## src/rtl/core/caf_pkg.sv

```systemverilog
package caf_pkg;

  localparam int unsigned DataW = 32;
  localparam int unsigned OpW   = 5;
  localparam int unsigned ShW   = 5;

  // Operation select codes
  typedef enum logic [OpW-1:0] {
    OP_ADD = 5'd0,
    OP_ADC = 5'd1,
    OP_AND = 5'd2,
    OP_BIC = 5'd3,
    OP_EOR = 5'd4,
    OP_MOV = 5'd5,
    OP_MVN = 5'd6,
    OP_ORR = 5'd7,
    OP_RSB = 5'd8,
    OP_RSC = 5'd9,
    OP_SBC = 5'd10,
    OP_SUB = 5'd11,
    OP_LSL = 5'd12,
    OP_LSR = 5'd13,
    OP_ASR = 5'd14,
    OP_ROR = 5'd15,
    OP_MUL = 5'd16
  } op_e;

  // Condition flags
  typedef struct packed {
    logic n;
    logic z;
    logic c;
    logic v;
  } nzcv_t;

endpackage

```

## src/rtl/core/caf_req_if.sv

```systemverilog
interface caf_req_if
  import caf_pkg::*;
();
  logic              valid;
  logic              ready;
  logic [OpW-1:0]    req_type;
  logic [DataW-1:0]  operand_a;
  logic [DataW-1:0]  operand_b;
  logic              update_flags;

  modport source (output valid, req_type, operand_a, operand_b, update_flags, input ready);
  modport sink   (input valid, req_type, operand_a, operand_b, update_flags, output ready);
endinterface

```

## src/rtl/core/caf_rsp_if.sv

```systemverilog
interface caf_rsp_if
  import caf_pkg::*;
();
  logic              valid;
  logic              ready;
  logic [DataW-1:0]  value;
  logic              neg_flag;
  logic              zero_flag;
  logic              carry_flag;
  logic              ovf_flag;

  modport source (output valid, value, neg_flag, zero_flag, carry_flag, ovf_flag, input ready);
  modport sink   (input valid, value, neg_flag, zero_flag, carry_flag, ovf_flag, output ready);
endinterface

```

## src/rtl/core/caf_exec.sv

```systemverilog
module caf_exec
  import caf_pkg::*;
(
  input  logic [OpW-1:0]   op_i,
  input  logic [DataW-1:0] operand_a_i,
  input  logic [DataW-1:0] operand_b_i,
  input  logic             upd_i,
  input  nzcv_t            flags_i,
  output logic [DataW-1:0] value_o,
  output nzcv_t            flags_o
);

  logic [ShW-1:0]   amt;
  logic             cin;
  logic [DataW-1:0] add_x, add_y;
  logic             add_cin;
  logic [DataW:0]   add_sum;
  logic [DataW-1:0] add_res;
  logic             add_v;
  logic [DataW:0]   lsl_w, lsr_w, asr_w;
  logic [2*DataW-1:0] ror_w;
  logic [DataW-1:0] mul_w;
  logic [DataW-1:0] res;
  logic             c_new, v_new, known;

  assign amt = operand_b_i[ShW-1:0];
  assign cin = flags_i.c;

  // Operand steering for the shared adder: subtraction inverts one side
  always_comb begin
    add_x   = operand_a_i;
    add_y   = operand_b_i;
    add_cin = 1'b0;
    case (op_i)
      OP_ADC: add_cin = cin;
      OP_RSB: begin add_x = operand_b_i; add_y = ~operand_a_i; add_cin = 1'b1; end
      OP_RSC: begin add_x = operand_b_i; add_y = ~operand_a_i; add_cin = cin;  end
      OP_SBC: begin add_y = ~operand_b_i; add_cin = cin;  end
      OP_SUB: begin add_y = ~operand_b_i; add_cin = 1'b1; end
      default: ;
    endcase
  end

  assign add_sum = {1'b0, add_x} + {1'b0, add_y} + {{DataW{1'b0}}, add_cin};
  assign add_res = add_sum[DataW-1:0];
  assign add_v   = (add_x[DataW-1] ^ add_res[DataW-1]) & (add_y[DataW-1] ^ add_res[DataW-1]);

  // Shifters; the extra bit catches the last bit shifted out
  assign lsl_w = {1'b0, operand_a_i} << amt;
  assign lsr_w = {operand_a_i, 1'b0} >> amt;
  assign asr_w = $unsigned($signed({operand_a_i, 1'b0}) >>> amt);
  assign ror_w = {operand_a_i, operand_a_i} >> amt;

  // Only the low word of the product is kept
  assign mul_w = operand_a_i * operand_b_i;

  // Result and carry/overflow select
  always_comb begin
    res   = '0;
    c_new = flags_i.c;
    v_new = flags_i.v;
    known = 1'b1;
    case (op_i)
      OP_ADD, OP_ADC, OP_RSB, OP_RSC, OP_SBC, OP_SUB: begin
        res   = add_res;
        c_new = add_sum[DataW];
        v_new = add_v;
      end
      OP_AND: res = operand_a_i & operand_b_i;
      OP_BIC: res = operand_a_i & ~operand_b_i;
      OP_EOR: res = operand_a_i ^ operand_b_i;
      OP_MOV: res = operand_b_i;
      OP_MVN: res = ~operand_b_i;
      OP_ORR: res = operand_a_i | operand_b_i;
      OP_LSL: begin
        res = lsl_w[DataW-1:0];
        if (amt != '0) c_new = lsl_w[DataW];
      end
      OP_LSR: begin
        // zero amount encodes a shift by 32
        if (amt == '0) begin
          res   = '0;
          c_new = operand_a_i[DataW-1];
        end else begin
          res   = lsr_w[DataW:1];
          c_new = lsr_w[0];
        end
      end
      OP_ASR: begin
        if (amt == '0) begin
          res   = {DataW{operand_a_i[DataW-1]}};
          c_new = operand_a_i[DataW-1];
        end else begin
          res   = asr_w[DataW:1];
          c_new = asr_w[0];
        end
      end
      OP_ROR: begin
        // zero amount encodes rotate right through carry
        if (amt == '0) begin
          res   = {cin, operand_a_i[DataW-1:1]};
          c_new = operand_a_i[0];
        end else begin
          res   = ror_w[DataW-1:0];
          c_new = ror_w[DataW-1];
        end
      end
      OP_MUL: res = mul_w;
      default: known = 1'b0;
    endcase
  end

  assign value_o = res;

  // Flag write-back
  always_comb begin
    flags_o = flags_i;
    if (known && upd_i) begin
      flags_o.n = res[DataW-1];
      flags_o.z = (res == '0);
      flags_o.c = c_new;
      flags_o.v = v_new;
    end
  end

endmodule

```

## src/rtl/core/cpu_alu_with_flags.sv

```systemverilog
// 32-bit ALU with N, Z, C, V condition flags. Each request beat carries an
// operation select, two operands and an update_flags bit; each request gives
// exactly one response beat with the result and the flags held after it.
// Throughput is one beat per cycle while responses are taken. A request
// accepted into the input register moves on into the result register,
// which drives the response; response back-pressure holds both registers.
// The flag register is written as an operation moves into the result
// register, so the next operation in the input register sees it at once.
// Reset clears the flags. Unused select codes give zero and keep flags.
module cpu_alu_with_flags
  import caf_pkg::*;
(
  input  logic      clk_i,
  input  logic      rst_ni,
  caf_req_if.sink   req_i,
  caf_rsp_if.source rsp_o
);

  logic             in_vld_q;
  logic [OpW-1:0]   op_q;
  logic [DataW-1:0] a_q, b_q;
  logic             upd_q;
  logic             out_vld_q;
  logic [DataW-1:0] value_q;
  nzcv_t            flags_q, flags_d, out_flags_q;
  logic [DataW-1:0] value_d;
  logic             adv;

  // Move the held beat on when the result register is free or draining
  assign adv         = in_vld_q && (!out_vld_q || rsp_o.ready);
  assign req_i.ready = !in_vld_q || adv;

  caf_exec u_exec (
    .op_i        (op_q),
    .operand_a_i (a_q),
    .operand_b_i (b_q),
    .upd_i       (upd_q),
    .flags_i     (flags_q),
    .value_o     (value_d),
    .flags_o     (flags_d)
  );

  // Control state
  always_ff @(posedge clk_i or negedge rst_ni) begin
    if (!rst_ni) begin
      in_vld_q  <= 1'b0;
      out_vld_q <= 1'b0;
      flags_q   <= '0;
    end else begin
      if (req_i.ready) in_vld_q <= req_i.valid;
      if (adv) begin
        out_vld_q <= 1'b1;
        flags_q   <= flags_d;
      end else if (rsp_o.ready) begin
        out_vld_q <= 1'b0;
      end
    end
  end

  // Payload registers
  always_ff @(posedge clk_i) begin
    if (req_i.valid && req_i.ready) begin
      op_q  <= req_i.req_type;
      a_q   <= req_i.operand_a;
      b_q   <= req_i.operand_b;
      upd_q <= req_i.update_flags;
    end
    if (adv) begin
      value_q     <= value_d;
      out_flags_q <= flags_d;
    end
  end

  assign rsp_o.valid      = out_vld_q;
  assign rsp_o.value      = value_q;
  assign rsp_o.neg_flag   = out_flags_q.n;
  assign rsp_o.zero_flag  = out_flags_q.z;
  assign rsp_o.carry_flag = out_flags_q.c;
  assign rsp_o.ovf_flag   = out_flags_q.v;

endmodule
```

## src/flat_wrapper.sv

```systemverilog
// flat-port wrapper written by rule: the top's interface ports become plain ports
module cpu_alu_with_flags_flat import caf_pkg::*;
  (clk_i, rst_ni, req_i_valid, req_i_req_type, req_i_operand_a, req_i_operand_b, req_i_update_flags, req_i_ready, rsp_o_valid, rsp_o_value, rsp_o_neg_flag, rsp_o_zero_flag, rsp_o_carry_flag, rsp_o_ovf_flag, rsp_o_ready);
  caf_req_if req_i_i ();
  caf_rsp_if rsp_o_i ();
  input  logic clk_i;
  input  logic rst_ni;
  input wire logic [$bits(req_i_i.valid)-1:0] req_i_valid;
  input wire logic [$bits(req_i_i.req_type)-1:0] req_i_req_type;
  input wire logic [$bits(req_i_i.operand_a)-1:0] req_i_operand_a;
  input wire logic [$bits(req_i_i.operand_b)-1:0] req_i_operand_b;
  input wire logic [$bits(req_i_i.update_flags)-1:0] req_i_update_flags;
  output wire logic [$bits(req_i_i.ready)-1:0] req_i_ready;
  output wire logic [$bits(rsp_o_i.valid)-1:0] rsp_o_valid;
  output wire logic [$bits(rsp_o_i.value)-1:0] rsp_o_value;
  output wire logic [$bits(rsp_o_i.neg_flag)-1:0] rsp_o_neg_flag;
  output wire logic [$bits(rsp_o_i.zero_flag)-1:0] rsp_o_zero_flag;
  output wire logic [$bits(rsp_o_i.carry_flag)-1:0] rsp_o_carry_flag;
  output wire logic [$bits(rsp_o_i.ovf_flag)-1:0] rsp_o_ovf_flag;
  input wire logic [$bits(rsp_o_i.ready)-1:0] rsp_o_ready;
  assign req_i_i.valid = req_i_valid;
  assign req_i_i.req_type = req_i_req_type;
  assign req_i_i.operand_a = req_i_operand_a;
  assign req_i_i.operand_b = req_i_operand_b;
  assign req_i_i.update_flags = req_i_update_flags;
  assign req_i_ready = req_i_i.ready;
  assign rsp_o_valid = rsp_o_i.valid;
  assign rsp_o_value = rsp_o_i.value;
  assign rsp_o_neg_flag = rsp_o_i.neg_flag;
  assign rsp_o_zero_flag = rsp_o_i.zero_flag;
  assign rsp_o_carry_flag = rsp_o_i.carry_flag;
  assign rsp_o_ovf_flag = rsp_o_i.ovf_flag;
  assign rsp_o_i.ready = rsp_o_ready;
  cpu_alu_with_flags u_core (.clk_i(clk_i), .rst_ni(rst_ni), .req_i(req_i_i), .rsp_o(rsp_o_i));
endmodule
```

## config.mk

```make
export PLATFORM = sky130hd
export DESIGN_NAME = cpu_alu_with_flags_flat
export DESIGN_NICKNAME = d
export VERILOG_FILES = /design/src/rtl/core/caf_pkg.sv /design/src/rtl/core/caf_req_if.sv /design/src/rtl/core/caf_rsp_if.sv /design/src/rtl/core/caf_exec.sv /design/src/rtl/core/cpu_alu_with_flags.sv /design/src/flat_wrapper.sv
export SDC_FILE = /design/constraint.sdc
export NUM_CORES = 2
export LEC_CHECK = 0
export ABC_AREA = 1
export BUFFER_PORTS_ARGS = -buffer_cell sky130_fd_sc_hd__buf_2
export CAP_MARGIN = 25
export CORE_ASPECT_RATIO = 1.2
export CORE_UTILIZATION = 45
export DETAILED_ROUTE_END_ITERATION = 16
export GPL_TIMING_DRIVEN = 0
export SLEW_MARGIN = 40
export SYNTH_ARGS = -nofsm -noshare
export SYNTH_HDL_FRONTEND = slang
export SYNTH_SLANG_ARGS = --single-unit
```

## constraint.sdc

```tcl
create_clock -name clk_i -period 24.4 [get_ports clk_i]
set_input_delay 3.66 -clock clk_i [delete_from_list [all_inputs] [get_ports clk_i]]
set_output_delay 3.66 -clock clk_i [all_outputs]
set_load 0.02 [all_outputs]
```

==> flow_summary.ini <==
[finish]
syn2layout_area_growth_pct = 7.12
layout_commonest_cell = nand2_1
final_cell_mix = nand2_1, inv_1, fa_1, o21ai_0, nand3_1
drive_gt1_share_pct = 6.42
finalInstanceArea_um2 = 32800
final_nets = 5327

[clock_network]
cts_tree = done
clk_pin_slew_ns = 0.08
cts_resized = 0
clock-root-buffer = clkbuf_16
cts_made_buffers = 9
cts.sinks = 112
post_cts_buffers = 0
clk_latency_ns = 0.47
cts_buffer_depth = 2
hold_buffers = 0
cts_max_level = 3

[timing]
timing.final.crit_period_ns = 10.48
rsz0062_at_grt = no
fmax_ghz = 0.0954
slew_headroom_pct = 36.4
timing_worst_slew_pin_value_ns = 0.954
setup_slack_ns = 13.92
setup_viol = 0
timing.setup.tns_ns = 0
fin_crit_sh_pct = 43.0
timing_hold_violations_final = 0
skew_ns = 0.0425
drv_slew = 0

[yosys]
synth.largest_area_cell = fa_1
synthTopCellsByArea = fa_1, nand2_1, inv_1
synth.distinct_cells = 55
ys_seq_area_share_pct = 10.9
syn_inst = 4513
syn_area_per_cell_um2 = 6.78
synthesis.nets = 5200
synth_area_um2 = 30600
ys_ff_latch = 112
yosys_warnings = 0
synth-edff-count = 106
synth_top_area_share_pct = 26.8
async_reset_ff_share_pct = 5.36
synthFlopType = edfxtp_1

[die]
dieArea_um2 = 69000
rows = 104
start_util_pct = 45.5
core_area_um2 = 67100
io_pins = 112
die_w_um = 240
fp.dieH_um = 288

[global_routing]
grt_first_pass_wirelength_um = 243000
grt_max_degree = 55
grt_usage_pct = 50.8
first_global_vias = 32900
antenna_found_initial = 15
grt_overflow_total = 0

[job]
cap_violations = 0

[place]
placed_cell_area_um2 = 32400
hpwl_um = 137000
numPortBuffers = 111
globalplace.congestion = 1.08
pre_cts_ws_ns = 14.20

[setup_path]
path_class = reg -> reg
cp_data_required_time_ns = 24.77
r2r_cells = 31
cp.arrival_ns = 10.85
crit_start = u_core.b_q[3]
reg2reg_to = u_core.flags_q[2]
slowest_delay_ns = 0.75
rrSetupSlack_ns = 13.92
cp_slowest_cell = clkbuf_1
crit_fanout = 10
crit_path_end_kind = flip-flop
crit_path_end = u_core.flags_q[2]
rr_startpoint = u_core.b_q[3]
critPathMostFrequentCell = fa_1
critPathLaunchType = flip-flop

[hold_path]
hold_path.class = reg -> reg

[detailed_routing]
routed_wl_um = 171000
dr.first_iter.drc_count = 4784
vias = 33700
avgViaCountPerCell = 6.07
ant_nets = 0
wl_per_cell_um = 30.7
dr.pass1.iters = 6
drc = 0

[status]
outcome = finished, final reports clean
registers in the layout, indices dropped and copies added (netlist names):
signal / flops
u_core.a_q: 32
u_core.rsp_o.neg_flag: 1
u_core.flags_q: 4
u_core.rsp_o.ovf_flag: 1
u_core.rsp_o.zero_flag: 1
u_core.rsp_o.valid: 1
u_core.rsp_o.carry_flag: 1
u_core.rsp_o.value: 32
u_core.op_q: 5
u_core.b_q: 32
u_core.in_vld_q: 1
u_core.upd_q: 1
worst max-delay path, delay by kind of cell (launching register included):
family | cells | cell delay (ns)
adder cells (fa/ha/maj) | 9 | 4.38
AO/OA/AOI/OAI | 4 | 1.28
AND/OR/NAND/NOR | 10 | 1.17
buffers and inverters | 8 | 3.18
flip-flops | 1 | 0.37
cells in the mapped netlist (all sizes together) (10+ instances only):
cell type and instances:
nand3 233, or2 15, mux2i 10, nand3b 14
o22ai 21, xor2 14, buf 107, inv 964
o21ai 317, a21oi 192, o211ai 50, edfxtp 106
o221ai 28, nor3 21, nand2 1332, o21a 15
ha 203, fa 410, nand4 42, o2111ai 10
nor2 204, clkbuf 126, a211oi 10
worst min-delay path by stage:
| stage | startpoint | endpoint | slack (ns) | cells past startpoint |
|---|---|---|---|---|
| global placement | u_core.flags_q[0] | u_core.flags_q[0] | 0.46 | 2 |
| global route | u_core.flags_q[0] | u_core.flags_q[0] | 0.51 | 2 |
| floorplan | u_core.flags_q[0] | u_core.flags_q[0] | 0.45 | 2 |
| finish | u_core.flags_q[2] | u_core.flags_q[2] | 0.49 | 2 |
| CTS | u_core.flags_q[0] | u_core.flags_q[0] | 0.49 | 2 |
| detailed placement | u_core.flags_q[0] | u_core.flags_q[0] | 0.47 | 2 |
stage by stage:
step | cells | hold slack [ns] | utilization, %
floorplan | 4513 | 0.446 | -
global placement | 5525 | 0.461 | 48.0
detailed placement | 5529 | 0.467 | 48.3
CTS | 5545 | 0.486 | 48.7
global route | 5547 | 0.513 | 48.8
finish | 5556 | 0.487 | 48.8
logic make-up (layout without fill, tap and decap cells):
logic type	Yosys count	count (layout)	share of synthesized area (%)
xor+xnor	23	23	0.659
simple gates	1872	1872	25.0
compound gates	684	684	12.8
fa+ha+maj	613	613	35.1
buf+inv	1199	1331	15.1
flops	112	112	10.9
other cells	0	10	0
mux	10	10	0.327
metal layers:
metal,track usage [%],wire length [um],vias up
met5,1.62,110,-
met4,49.0,20800,10
met3,17.1,19400,890
met2,75.3,73100,2407
met1,56.4,57200,16200
li1,-,-,14200
area by class of cell:
class                           count  area, um2
Antenna cell                       10       25.0
Buffer                            233       1050
Clock buffer                       11        253
Clock inverter                      5       45.0
Fill cell                        7149      34400
Inverter                          966       3630
Multi-Input combinational cell   3202      22600
Sequential cell                   112       3330
Tap cell                          901       1130
Timing Repair Buffer              116        657
Power is left out: the tool's default activity adds up to more than one toggle a clock period on the data nets, which glitch-free logic cannot reach.
